$ cat src/design/rar_pkg.sv
// Shared types, constants and codes for the rational arithmetic reduce unit.
package rar_pkg;

  localparam int OPERAND_WIDTH_DEF = 16;
  localparam int REQ_W             = 2;
  localparam int NUM_W             = 33;
  localparam int DEN_W             = 31;
  localparam int STATUS_W          = 2;
  localparam int EXT_W             = 64;

  typedef enum logic [REQ_W-1:0] {
    OP_ADD = 2'd0,
    OP_SUB = 2'd1,
    OP_MUL = 2'd2,
    OP_DIV = 2'd3
  } op_t;

  typedef enum logic [STATUS_W-1:0] {
    ST_OK       = 2'd0,
    ST_ZERO_DEN = 2'd1,
    ST_DIV_ZERO = 2'd2
  } status_t;

  typedef enum logic [3:0] {
    S_IDLE,
    S_MUL0,
    S_MUL1,
    S_MUL2,
    S_MUL3,
    S_SIGN,
    S_GCD,
    S_DINIT,
    S_DIV,
    S_OUT
  } state_t;

  typedef enum logic [1:0] {
    MS_P0,
    MS_P1,
    MS_P2
  } mstep_t;

  typedef struct packed {
    logic   idle;
    logic   mul_en;
    mstep_t mstep;
    logic   n_load;
    logic   n_acc;
    logic   m_load;
    logic   sign_load;
    logic   gcd_step;
    logic   div_init;
    logic   div_step;
    logic   out_load;
  } cmd_t;

  typedef struct packed {
    logic err;
    logic n_zero;
    logic gcd_done;
    logic div_done;
    logic out_free;
  } sts_t;

endpackage

$ cat src/design/rar_if.sv
// Valid/ready channel interfaces for operand and result transactions.
interface rar_in_if #(
  parameter int OPERAND_WIDTH = rar_pkg::OPERAND_WIDTH_DEF
);
  logic                            valid;
  logic                            ready;
  logic [rar_pkg::REQ_W-1:0]       req_type;
  logic signed [OPERAND_WIDTH-1:0] num_a;
  logic signed [OPERAND_WIDTH-1:0] den_a;
  logic signed [OPERAND_WIDTH-1:0] num_b;
  logic signed [OPERAND_WIDTH-1:0] den_b;

  modport source (output valid, output req_type, output num_a, output den_a,
                  output num_b, output den_b, input ready);
  modport sink   (input valid, input req_type, input num_a, input den_a,
                  input num_b, input den_b, output ready);
endinterface

interface rar_out_if;
  logic                             valid;
  logic                             ready;
  logic signed [rar_pkg::NUM_W-1:0] result_num;
  logic [rar_pkg::DEN_W-1:0]        result_den;
  logic [rar_pkg::STATUS_W-1:0]     status;

  modport source (output valid, output result_num, output result_den,
                  output status, input ready);
  modport sink   (input valid, input result_num, input result_den,
                  input status, output ready);
endinterface

$ cat src/design/rar_ctrl.sv
// Sequencing state machine for the rational arithmetic reduce unit.
module rar_ctrl (
  input  logic          clk,
  input  logic          rst_n,
  input  logic          in_valid,
  input  rar_pkg::sts_t sts,
  output rar_pkg::cmd_t cmd
);

  rar_pkg::state_t state_r;
  rar_pkg::state_t state_nxt;

  always_ff @(posedge clk) begin
    if (!rst_n) begin
      state_r <= rar_pkg::S_IDLE;
    end else begin
      state_r <= state_nxt;
    end
  end

  always_comb begin
    state_nxt = state_r;
    unique case (state_r)
      rar_pkg::S_IDLE:  if (in_valid) state_nxt = rar_pkg::S_MUL0;
      rar_pkg::S_MUL0:  state_nxt = sts.err ? rar_pkg::S_OUT : rar_pkg::S_MUL1;
      rar_pkg::S_MUL1:  state_nxt = rar_pkg::S_MUL2;
      rar_pkg::S_MUL2:  state_nxt = rar_pkg::S_MUL3;
      rar_pkg::S_MUL3:  state_nxt = rar_pkg::S_SIGN;
      rar_pkg::S_SIGN:  state_nxt = sts.n_zero ? rar_pkg::S_OUT : rar_pkg::S_GCD;
      rar_pkg::S_GCD:   if (sts.gcd_done) state_nxt = rar_pkg::S_DINIT;
      rar_pkg::S_DINIT: state_nxt = rar_pkg::S_DIV;
      rar_pkg::S_DIV:   if (sts.div_done) state_nxt = rar_pkg::S_OUT;
      rar_pkg::S_OUT:   if (sts.out_free) state_nxt = rar_pkg::S_IDLE;
      default:          state_nxt = rar_pkg::S_IDLE;
    endcase
  end

  always_comb begin
    cmd       = '0;
    cmd.mstep = rar_pkg::MS_P0;
    unique case (state_r)
      rar_pkg::S_IDLE:  cmd.idle = 1'b1;
      rar_pkg::S_MUL0: begin
        cmd.mul_en = 1'b1;
        cmd.mstep  = rar_pkg::MS_P0;
      end
      rar_pkg::S_MUL1: begin
        cmd.mul_en = 1'b1;
        cmd.mstep  = rar_pkg::MS_P1;
        cmd.n_load = 1'b1;
      end
      rar_pkg::S_MUL2: begin
        cmd.mul_en = 1'b1;
        cmd.mstep  = rar_pkg::MS_P2;
        cmd.n_acc  = 1'b1;
      end
      rar_pkg::S_MUL3:  cmd.m_load    = 1'b1;
      rar_pkg::S_SIGN:  cmd.sign_load = 1'b1;
      rar_pkg::S_GCD:   cmd.gcd_step  = 1'b1;
      rar_pkg::S_DINIT: cmd.div_init  = 1'b1;
      rar_pkg::S_DIV:   cmd.div_step  = 1'b1;
      rar_pkg::S_OUT:   cmd.out_load  = sts.out_free;
      default:          cmd.idle      = 1'b0;
    endcase
  end

endmodule

$ cat src/design/rar_datapath.sv
// Multiplier, binary gcd, dual restoring divider and result register.
module rar_datapath #(
  parameter int OPERAND_WIDTH = rar_pkg::OPERAND_WIDTH_DEF
) (
  input  logic                             clk,
  input  logic                             rst_n,
  input  rar_pkg::cmd_t                    cmd,
  output rar_pkg::sts_t                    sts,
  input  logic                             in_valid,
  input  logic [rar_pkg::REQ_W-1:0]        in_req_type,
  input  logic signed [OPERAND_WIDTH-1:0]  in_num_a,
  input  logic signed [OPERAND_WIDTH-1:0]  in_den_a,
  input  logic signed [OPERAND_WIDTH-1:0]  in_num_b,
  input  logic signed [OPERAND_WIDTH-1:0]  in_den_b,
  output logic                             out_valid,
  input  logic                             out_ready,
  output logic signed [rar_pkg::NUM_W-1:0] out_result_num,
  output logic [rar_pkg::DEN_W-1:0]        out_result_den,
  output logic [rar_pkg::STATUS_W-1:0]     out_status
);

  localparam int W  = OPERAND_WIDTH;
  localparam int MW = 2 * OPERAND_WIDTH;
  localparam int PW = MW + 1;
  localparam int KW = $clog2(MW);
  localparam logic [KW-1:0] CNT_LAST = KW'(MW - 1);

  rar_pkg::op_t       op_r;
  rar_pkg::status_t   stat_r;
  rar_pkg::status_t   stat_nxt;
  logic signed [W-1:0] a_r, b_r, c_r, d_r;

  logic signed [W-1:0]  mul_x, mul_y;
  logic signed [MW-1:0] mul_p;
  logic signed [MW-1:0] prod_r;
  logic signed [PW-1:0] prod_ext;
  logic signed [PW-1:0] n_r;
  logic signed [MW-1:0] m_r;
  logic signed [PW-1:0] n_neg;
  logic signed [MW-1:0] m_neg;
  logic [MW-1:0]        n_mag, m_mag;

  logic          neg_r, zero_r;
  logic [MW-1:0] x_r, y_r, un_r, um_r;
  logic [KW-1:0] k_r;
  logic [MW-1:0] dxy, dyx;

  logic [MW-1:0] g_r, dn_r, dm_r, rn_r, rm_r;
  logic [KW-1:0] cnt_r;
  logic [MW:0]   tn, tm, sn, sm;
  logic          ge_n, ge_m;

  logic [rar_pkg::EXT_W-1:0] mag64, num64, den64;
  logic                      in_load;

  logic                             out_valid_r;
  logic signed [rar_pkg::NUM_W-1:0] num_out_r;
  logic [rar_pkg::DEN_W-1:0]        den_out_r;
  logic [rar_pkg::STATUS_W-1:0]     stat_out_r;

  assign in_load = cmd.idle && in_valid;

  always_comb begin
    if (in_den_a == '0 || in_den_b == '0) begin
      stat_nxt = rar_pkg::ST_ZERO_DEN;
    end else if (rar_pkg::op_t'(in_req_type) == rar_pkg::OP_DIV && in_num_b == '0) begin
      stat_nxt = rar_pkg::ST_DIV_ZERO;
    end else begin
      stat_nxt = rar_pkg::ST_OK;
    end
  end

  always_ff @(posedge clk) begin
    if (in_load) begin
      op_r   <= rar_pkg::op_t'(in_req_type);
      stat_r <= stat_nxt;
      a_r    <= in_num_a;
      b_r    <= in_den_a;
      c_r    <= in_num_b;
      d_r    <= in_den_b;
    end
  end

  always_comb begin
    unique case (cmd.mstep)
      rar_pkg::MS_P0: begin
        mul_x = a_r;
        mul_y = (op_r == rar_pkg::OP_MUL) ? c_r : d_r;
      end
      rar_pkg::MS_P1: begin
        mul_x = b_r;
        mul_y = c_r;
      end
      rar_pkg::MS_P2: begin
        mul_x = b_r;
        mul_y = (op_r == rar_pkg::OP_DIV) ? c_r : d_r;
      end
      default: begin
        mul_x = a_r;
        mul_y = d_r;
      end
    endcase
  end

  assign mul_p    = mul_x * mul_y;
  assign prod_ext = {prod_r[MW-1], prod_r};
  assign n_neg    = -n_r;
  assign m_neg    = -m_r;
  assign n_mag    = n_r[PW-1] ? n_neg[MW-1:0] : n_r[MW-1:0];
  assign m_mag    = m_r[MW-1] ? m_neg : m_r;

  always_ff @(posedge clk) begin
    if (cmd.mul_en) begin
      prod_r <= mul_p;
    end
    if (cmd.n_load) begin
      n_r <= prod_ext;
    end else if (cmd.n_acc) begin
      case (op_r)
        rar_pkg::OP_ADD: n_r <= n_r + prod_ext;
        rar_pkg::OP_SUB: n_r <= n_r - prod_ext;
        default:         n_r <= n_r;
      endcase
    end
    if (cmd.m_load) begin
      m_r <= prod_r;
    end
  end

  // binary gcd: one halving or odd difference step per cycle
  assign dxy = x_r - y_r;
  assign dyx = y_r - x_r;

  always_ff @(posedge clk) begin
    if (in_load) begin
      zero_r <= 1'b0;
    end else if (cmd.sign_load) begin
      zero_r <= (n_r == '0);
      neg_r  <= n_r[PW-1] ^ m_r[MW-1];
      x_r    <= n_mag;
      y_r    <= m_mag;
      un_r   <= n_mag;
      um_r   <= m_mag;
      k_r    <= '0;
    end else if (cmd.gcd_step && x_r != y_r) begin
      if (!x_r[0] && !y_r[0]) begin
        x_r <= x_r >> 1;
        y_r <= y_r >> 1;
        k_r <= k_r + KW'(1);
      end else if (!x_r[0]) begin
        x_r <= x_r >> 1;
      end else if (!y_r[0]) begin
        y_r <= y_r >> 1;
      end else if (x_r > y_r) begin
        x_r <= dxy >> 1;
      end else begin
        y_r <= dyx >> 1;
      end
    end
  end

  // restoring division of both magnitudes by the gcd, one quotient bit per cycle
  assign tn   = {rn_r, dn_r[MW-1]};
  assign tm   = {rm_r, dm_r[MW-1]};
  assign ge_n = tn >= {1'b0, g_r};
  assign ge_m = tm >= {1'b0, g_r};
  assign sn   = tn - {1'b0, g_r};
  assign sm   = tm - {1'b0, g_r};

  always_ff @(posedge clk) begin
    if (cmd.div_init) begin
      g_r   <= x_r << k_r;
      dn_r  <= un_r;
      dm_r  <= um_r;
      rn_r  <= '0;
      rm_r  <= '0;
      cnt_r <= '0;
    end else if (cmd.div_step) begin
      rn_r  <= ge_n ? sn[MW-1:0] : tn[MW-1:0];
      rm_r  <= ge_m ? sm[MW-1:0] : tm[MW-1:0];
      dn_r  <= {dn_r[MW-2:0], ge_n};
      dm_r  <= {dm_r[MW-2:0], ge_m};
      cnt_r <= cnt_r + KW'(1);
    end
  end

  assign mag64 = {{(rar_pkg::EXT_W - MW){1'b0}}, dn_r};
  assign num64 = neg_r ? (rar_pkg::EXT_W'(0) - mag64) : mag64;
  assign den64 = {{(rar_pkg::EXT_W - MW){1'b0}}, dm_r};

  always_ff @(posedge clk) begin
    if (!rst_n) begin
      out_valid_r <= 1'b0;
    end else if (cmd.out_load) begin
      out_valid_r <= 1'b1;
    end else if (out_ready) begin
      out_valid_r <= 1'b0;
    end
  end

  always_ff @(posedge clk) begin
    if (cmd.out_load) begin
      stat_out_r <= stat_r;
      if (stat_r != rar_pkg::ST_OK) begin
        num_out_r <= '0;
        den_out_r <= '0;
      end else if (zero_r) begin
        num_out_r <= '0;
        den_out_r <= rar_pkg::DEN_W'(1);
      end else begin
        num_out_r <= num64[rar_pkg::NUM_W-1:0];
        den_out_r <= den64[rar_pkg::DEN_W-1:0];
      end
    end
  end

  assign sts.err      = (stat_r != rar_pkg::ST_OK);
  assign sts.n_zero   = (n_r == '0);
  assign sts.gcd_done = (x_r == y_r);
  assign sts.div_done = (cnt_r == CNT_LAST);
  assign sts.out_free = !out_valid_r || out_ready;

  assign out_valid      = out_valid_r;
  assign out_result_num = num_out_r;
  assign out_result_den = den_out_r;
  assign out_status     = stat_out_r;

endmodule

$ cat src/design/rational_arith_reduce_unit.sv
// Top level of the rational arithmetic reduce unit: controller, datapath and channels.
//
//   channel    dir   handshake       payload
//   in_chan    in    valid/ready     req_type, num_a, den_a, num_b, den_b
//   out_chan   out   valid/ready     result_num, result_den, status
//
// One transaction at a time. A transaction passes through the multiply states,
// the sign state, the data-dependent binary gcd loop, the divider init state,
// the divider loop and the output state, and the unit returns to idle before
// the next accept. Error results go to the output state straight from the first
// multiply state, zero results straight from the sign state.
// Reset is synchronous on rst_n. A waiting result holds out_chan while
// in_chan accepts; the next result waits in the output cycle until it is free.
module rational_arith_reduce_unit #(
  parameter int OPERAND_WIDTH = rar_pkg::OPERAND_WIDTH_DEF
) (
  input  logic      clk,
  input  logic      rst_n,
  rar_in_if.sink    in_chan,
  rar_out_if.source out_chan
);

  rar_pkg::cmd_t cmd;
  rar_pkg::sts_t sts;

  assign in_chan.ready = cmd.idle;

  rar_ctrl u_ctrl (
    .clk      (clk),
    .rst_n    (rst_n),
    .in_valid (in_chan.valid),
    .sts      (sts),
    .cmd      (cmd)
  );

  rar_datapath #(
    .OPERAND_WIDTH (OPERAND_WIDTH)
  ) u_datapath (
    .clk            (clk),
    .rst_n          (rst_n),
    .cmd            (cmd),
    .sts            (sts),
    .in_valid       (in_chan.valid),
    .in_req_type    (in_chan.req_type),
    .in_num_a       (in_chan.num_a),
    .in_den_a       (in_chan.den_a),
    .in_num_b       (in_chan.num_b),
    .in_den_b       (in_chan.den_b),
    .out_valid      (out_chan.valid),
    .out_ready      (out_chan.ready),
    .out_result_num (out_chan.result_num),
    .out_result_den (out_chan.result_den),
    .out_status     (out_chan.status)
  );

  a_busy_after_accept: assert property (@(posedge clk) disable iff (!rst_n)
    in_chan.valid && in_chan.ready |=> !in_chan.ready)
    else $error("input taken while a transaction is in flight");

  a_error_zeros: assert property (@(posedge clk) disable iff (!rst_n)
    out_chan.valid && out_chan.status != rar_pkg::ST_OK |->
      out_chan.result_num == '0 && out_chan.result_den == '0)
    else $error("error result carries nonzero fields");

  a_no_overwrite: assert property (@(posedge clk) disable iff (!rst_n)
    out_chan.valid && !out_chan.ready |=> out_chan.valid && $stable(out_chan.status))
    else $error("waiting result lost or changed");

endmodule

$ cat src/flat_wrapper.sv
// flat-port wrapper written by rule: the top's interface ports become plain ports
module rational_arith_reduce_unit_flat 
#(
  parameter int OPERAND_WIDTH = rar_pkg::OPERAND_WIDTH_DEF
)
  (clk, rst_n, in_chan_valid, in_chan_req_type, in_chan_num_a, in_chan_den_a, in_chan_num_b, in_chan_den_b, in_chan_ready, out_chan_valid, out_chan_result_num, out_chan_result_den, out_chan_status, out_chan_ready);
  rar_in_if #(.OPERAND_WIDTH(OPERAND_WIDTH)) in_chan_i ();
  rar_out_if out_chan_i ();
  input  logic clk;
  input  logic rst_n;
  input wire logic [$bits(in_chan_i.valid)-1:0] in_chan_valid;
  input wire logic [$bits(in_chan_i.req_type)-1:0] in_chan_req_type;
  input wire logic [$bits(in_chan_i.num_a)-1:0] in_chan_num_a;
  input wire logic [$bits(in_chan_i.den_a)-1:0] in_chan_den_a;
  input wire logic [$bits(in_chan_i.num_b)-1:0] in_chan_num_b;
  input wire logic [$bits(in_chan_i.den_b)-1:0] in_chan_den_b;
  output wire logic [$bits(in_chan_i.ready)-1:0] in_chan_ready;
  output wire logic [$bits(out_chan_i.valid)-1:0] out_chan_valid;
  output wire logic [$bits(out_chan_i.result_num)-1:0] out_chan_result_num;
  output wire logic [$bits(out_chan_i.result_den)-1:0] out_chan_result_den;
  output wire logic [$bits(out_chan_i.status)-1:0] out_chan_status;
  input wire logic [$bits(out_chan_i.ready)-1:0] out_chan_ready;
  assign in_chan_i.valid = in_chan_valid;
  assign in_chan_i.req_type = in_chan_req_type;
  assign in_chan_i.num_a = in_chan_num_a;
  assign in_chan_i.den_a = in_chan_den_a;
  assign in_chan_i.num_b = in_chan_num_b;
  assign in_chan_i.den_b = in_chan_den_b;
  assign in_chan_ready = in_chan_i.ready;
  assign out_chan_valid = out_chan_i.valid;
  assign out_chan_result_num = out_chan_i.result_num;
  assign out_chan_result_den = out_chan_i.result_den;
  assign out_chan_status = out_chan_i.status;
  assign out_chan_i.ready = out_chan_ready;
  rational_arith_reduce_unit #(.OPERAND_WIDTH(OPERAND_WIDTH)) u_core (.clk(clk), .rst_n(rst_n), .in_chan(in_chan_i), .out_chan(out_chan_i));
endmodule
$ cat config.mk
export PLATFORM = sky130hd
export DESIGN_NAME = rational_arith_reduce_unit_flat
export DESIGN_NICKNAME = d
export VERILOG_FILES = /design/src/design/rar_pkg.sv /design/src/design/rar_if.sv /design/src/design/rar_ctrl.sv /design/src/design/rar_datapath.sv /design/src/design/rational_arith_reduce_unit.sv /design/src/flat_wrapper.sv
export SDC_FILE = /design/constraint.sdc
export NUM_CORES = 2
export LEC_CHECK = 0
export BUFFER_PORTS_ARGS = -buffer_cell sky130_fd_sc_hd__buf_2
export CORE_ASPECT_RATIO = 0.75
export CORE_MARGIN = 5
export CORE_UTILIZATION = 57
export DETAILED_ROUTE_END_ITERATION = 12
export PLACE_DENSITY = 0.72
export RECOVER_POWER = 25
export SLEW_MARGIN = 20
export SYNTH_ARGS = -nofsm -noshare
export SYNTH_HDL_FRONTEND = slang
export SYNTH_SLANG_ARGS = --single-unit
$ cat constraint.sdc
create_clock -name clk -period 10.77 [get_ports clk]
set_input_delay 2.154 -clock clk [delete_from_list [all_inputs] [get_ports clk]]
set_output_delay 2.154 -clock clk [all_outputs]
set_load 0.02 [all_outputs]
==> impl_results.md <==
- Area after DPL: 0.04395 mm2
- Wirelength, routed: about 120 mm
- Met2 Usage GRT: 42.46%
- Total iterations of the first detailed-routing run: 6
- Crit Path Max Fanout: 39
- Arrival time at the worst endpoint: 9630 ps
- Row count: between 80 and 90
- Layout area overhead: 8.217%
- Ys flop type: edfxtp_1
- Postcts setup bufs: 0
- Tmin final: approximately 9300 ps
- Design area: 0.04578 mm2
- Final hold vios: 0
- Hold Path Class: register to register
- Worst path most repeated cell: fa_1
- Clock buffer depth: 3
- Post-Route Setup TNS: 0 ps
- Full die area: approximately 0.080 mm2
- Failing checks: capacitance limit, slew limit
- Setup CP Type: register to register
- Die Ht: approximately 250 um
- Num CTS Buffers: 55
- Startpoint types: register
- Commonest non-fill, non-tap cell in the layout: nand2_1
- CTS tree: built
- Core Box Area: between 0.07 and 0.08 mm2
- Antenna-violating nets left: 0
- CP required: 11,150 ps
- Syn_area_per_cell: roughly 9.6 um2
- Worst-Skew Late Latency: about 640 ps
- Mapped Cells: between 4,000 and 5,000
- Warnings from Yosys: 0
- Antenna cells: 0
- Slowest CP cell: mux2i_1
- Vias in the first global route: around 31,000
- # IOs: 138
- Post-Syn Nets: around 5,000
- Cell variety after synth: 82
- RSZ-0062 raised after global routing: false
- Layout cells sized above 1: under 10%
- Vias: around 33,000
- Post-CTS resize count: 0
- Post-synthesis sequential area ratio: between 30 and 40%
- Peak Freq: ~110 MHz
- RePlAce Congestion: just over 1
- Initial core utilization: a little under three fifths
- Pins Over Slew Limit: approximately 260
- Clk sink count: 536
- Worst-margin pin slew: 2454 ps
- Total congestion overflow: 0
- Die X-Extent: approximately 320 um
- Fill count: just over 6,000
- Number of synthesized flops with an enable pin: between 400 and 500
- Share of synthesized flip-flops with an asynchronous set or reset: 0%
- CTS Hold Buffers Added: 0
- DRC viols: 0
- #FFs+latches synth: between 500 and 600
- WHS: roughly 460 ps
- Crit. End Element: register
- Most frequent cells in the layout: nand2_1 (571), edfxtp_1 (461), nor2_1 (441)
- Mapped Area: roughly 0.042 mm2
- Status: complete, but fails checks
- Clock root buffer: clkbuf_16
- Vias per cell: ~6.1
- Buffers added on ports: ~140
- Gr usage total: a little under a third
- Period utilization: approximately 86%
- CP max stage delay: about 800 ps
- Grt met3 use: about an eighth
- Clock-pin transition on the worst setup and hold timing paths: 60 ps
- Fin Clk Skew: 30.28 ps
- Largest net degree at the start of global routing: between 70 and 80
- First-pass GRT wire length: approximately 190 mm
- H-tree level count: 2
- Max-cap violations: 7
- Slew headroom: -63.59%
- # nets final: between 5,000 and 6,000
- WL per Instance: 22.35 um
- Busiest layer in global routing: met1
- Placed wire-length estimate: between 90 and 100 mm
- Initial antenna violation count: 5
- 1st-iter DRT viols: approximately 3,500
- GRT met1 Usage: around 44%
- Final setup violation count: 0
## stage by stage
stage	setup WS (ps)	utilization [%]	std cells
6_report	1516	62.29	5496
3_5_place_dp	1258	59.80	5391
3_3_place_gp	1499	59.80	5391
4_1_cts	1276	62.35	5492
2_1_floorplan	1653	-	4418
5_1_grt	996.5	62.29	5496
## state kept, by name, indices dropped and copies added, names as in the netlist, 16 cells and up
signal	count
u_core.u_datapath.n_r	33
u_core.u_datapath.out_result_num	33
u_core.u_datapath.dm_r	32
u_core.u_datapath.dn_r	32
u_core.u_datapath.g_r	32
u_core.u_datapath.m_r	32
u_core.u_datapath.prod_r	32
u_core.u_datapath.rm_r	32
u_core.u_datapath.rn_r	32
u_core.u_datapath.um_r	32
u_core.u_datapath.un_r	32
u_core.u_datapath.x_r	32
u_core.u_datapath.y_r	32
u_core.u_datapath.out_result_den	31
u_core.u_datapath.a_r	16
u_core.u_datapath.b_r	16
u_core.u_datapath.c_r	16
u_core.u_datapath.d_r	16
## area by class of cell
class	count	area (um2)	area share, %
Multi-Input combinational cell	3267	24700	53.96
Sequential cell	536	15340	33.52
Inverter	436	1640	3.583
Clock buffer	63	1428	3.119
Tap cell	968	1211	2.646
Timing Repair Buffer	188	1003	2.192
Clock inverter	38	446.7	0.9758
## synthesized netlist by cell type (18+ instances only)
master / instances / share of area (%)
nor2_1: 444 / 3.9
and2_1: 48 / 0.71
edfxtp_1: 461 / 33
o21bai_1: 30 / 0.53
and3_1: 18 / 0.27
or3_1: 30 / 0.44
a22oi_1: 19 / 0.34
buf_1: 18 / 0.16
o21ai_1: 30 / 0.35
nor2b_1: 32 / 0.47
clkbuf_1: 157 / 1.4
o41ai_1: 19 / 0.39
nand2b_1: 42 / 0.62
o31ai_1: 44 / 0.78
ha_1: 255 / 7.5
a211oi_1: 24 / 0.43
xnor2_1: 197 / 4.1
a21oi_1: 241 / 2.9
mux2_2: 20 / 0.53
fa_1: 267 / 13
nand3_1: 62 / 0.73
o21ai_0: 198 / 2.3
nand4_1: 24 / 0.35
inv_1: 430 / 3.8
a221oi_1: 43 / 0.89
nand2_1: 571 / 5.1
xor2_1: 96 / 2.0
a21o_1: 73 / 1.3
o21a_1: 35 / 0.62
a31oi_1: 29 / 0.43
mux2i_1: 100 / 2.4
dfxtp_1: 75 / 3.5
nor3_1: 48 / 0.57
nor4_1: 35 / 0.52
## final timing paths
path                                                start                                      end  slack [ps]  cells after the start
setup / recovery    u_core.u_ctrl.state_r[1]$_SDFFE_PN0P_   u_core.u_datapath.prod_r[31]$_DFFE_PP_        1520                     28
hold / removal    u_core.u_datapath.cnt_r[4]$_SDFFE_PP0P_  u_core.u_datapath.cnt_r[4]$_SDFFE_PP0P_         460                      2
setup reg to reg    u_core.u_ctrl.state_r[1]$_SDFFE_PN0P_   u_core.u_datapath.prod_r[31]$_DFFE_PP_        1520                     28
hold reg to reg   u_core.u_datapath.cnt_r[4]$_SDFFE_PP0P_  u_core.u_datapath.cnt_r[4]$_SDFFE_PP0P_         460                      2
## critical path, delay by kind of cell (launching register included)
family	cells	cell delay [ps]
XOR/XNOR	1	80
AND/OR/NAND/NOR	6	1200
buffers and inverters	6	810
flip-flops	1	580
adder cells (fa/ha/maj)	8	3940
multiplexers	1	800
AO/OA/AOI/OAI	6	1590
## routing by layer
metal  vias to the layer above  wire length [um]
li1                      15460                 -
met1                     16160             53300
met2                      1550             49880
met3                       191             16560
met4                         6              3059
met5                         -                37
## cells by family (layout without fill, tap and decap cells)
| logic type | Yosys count | after routing | share of synthesized area, % |
|---|---|---|---|
| AOI/OAI and AO/OA | 909 | 909 | 13.82 |
| muxes | 128 | 128 | 3.325 |
| xor gates and xnor gates | 293 | 293 | 6.067 |
| DFF | 536 | 536 | 36.28 |
| adders and majority gates | 522 | 522 | 20.18 |
| buffers and inverters | 615 | 725 | 5.469 |
| and+or+nand+nor | 1415 | 1415 | 14.87 |
Power is left out: the tool's default activity adds up to more than one toggle a clock period on the data nets, which glitch-free logic cannot reach.
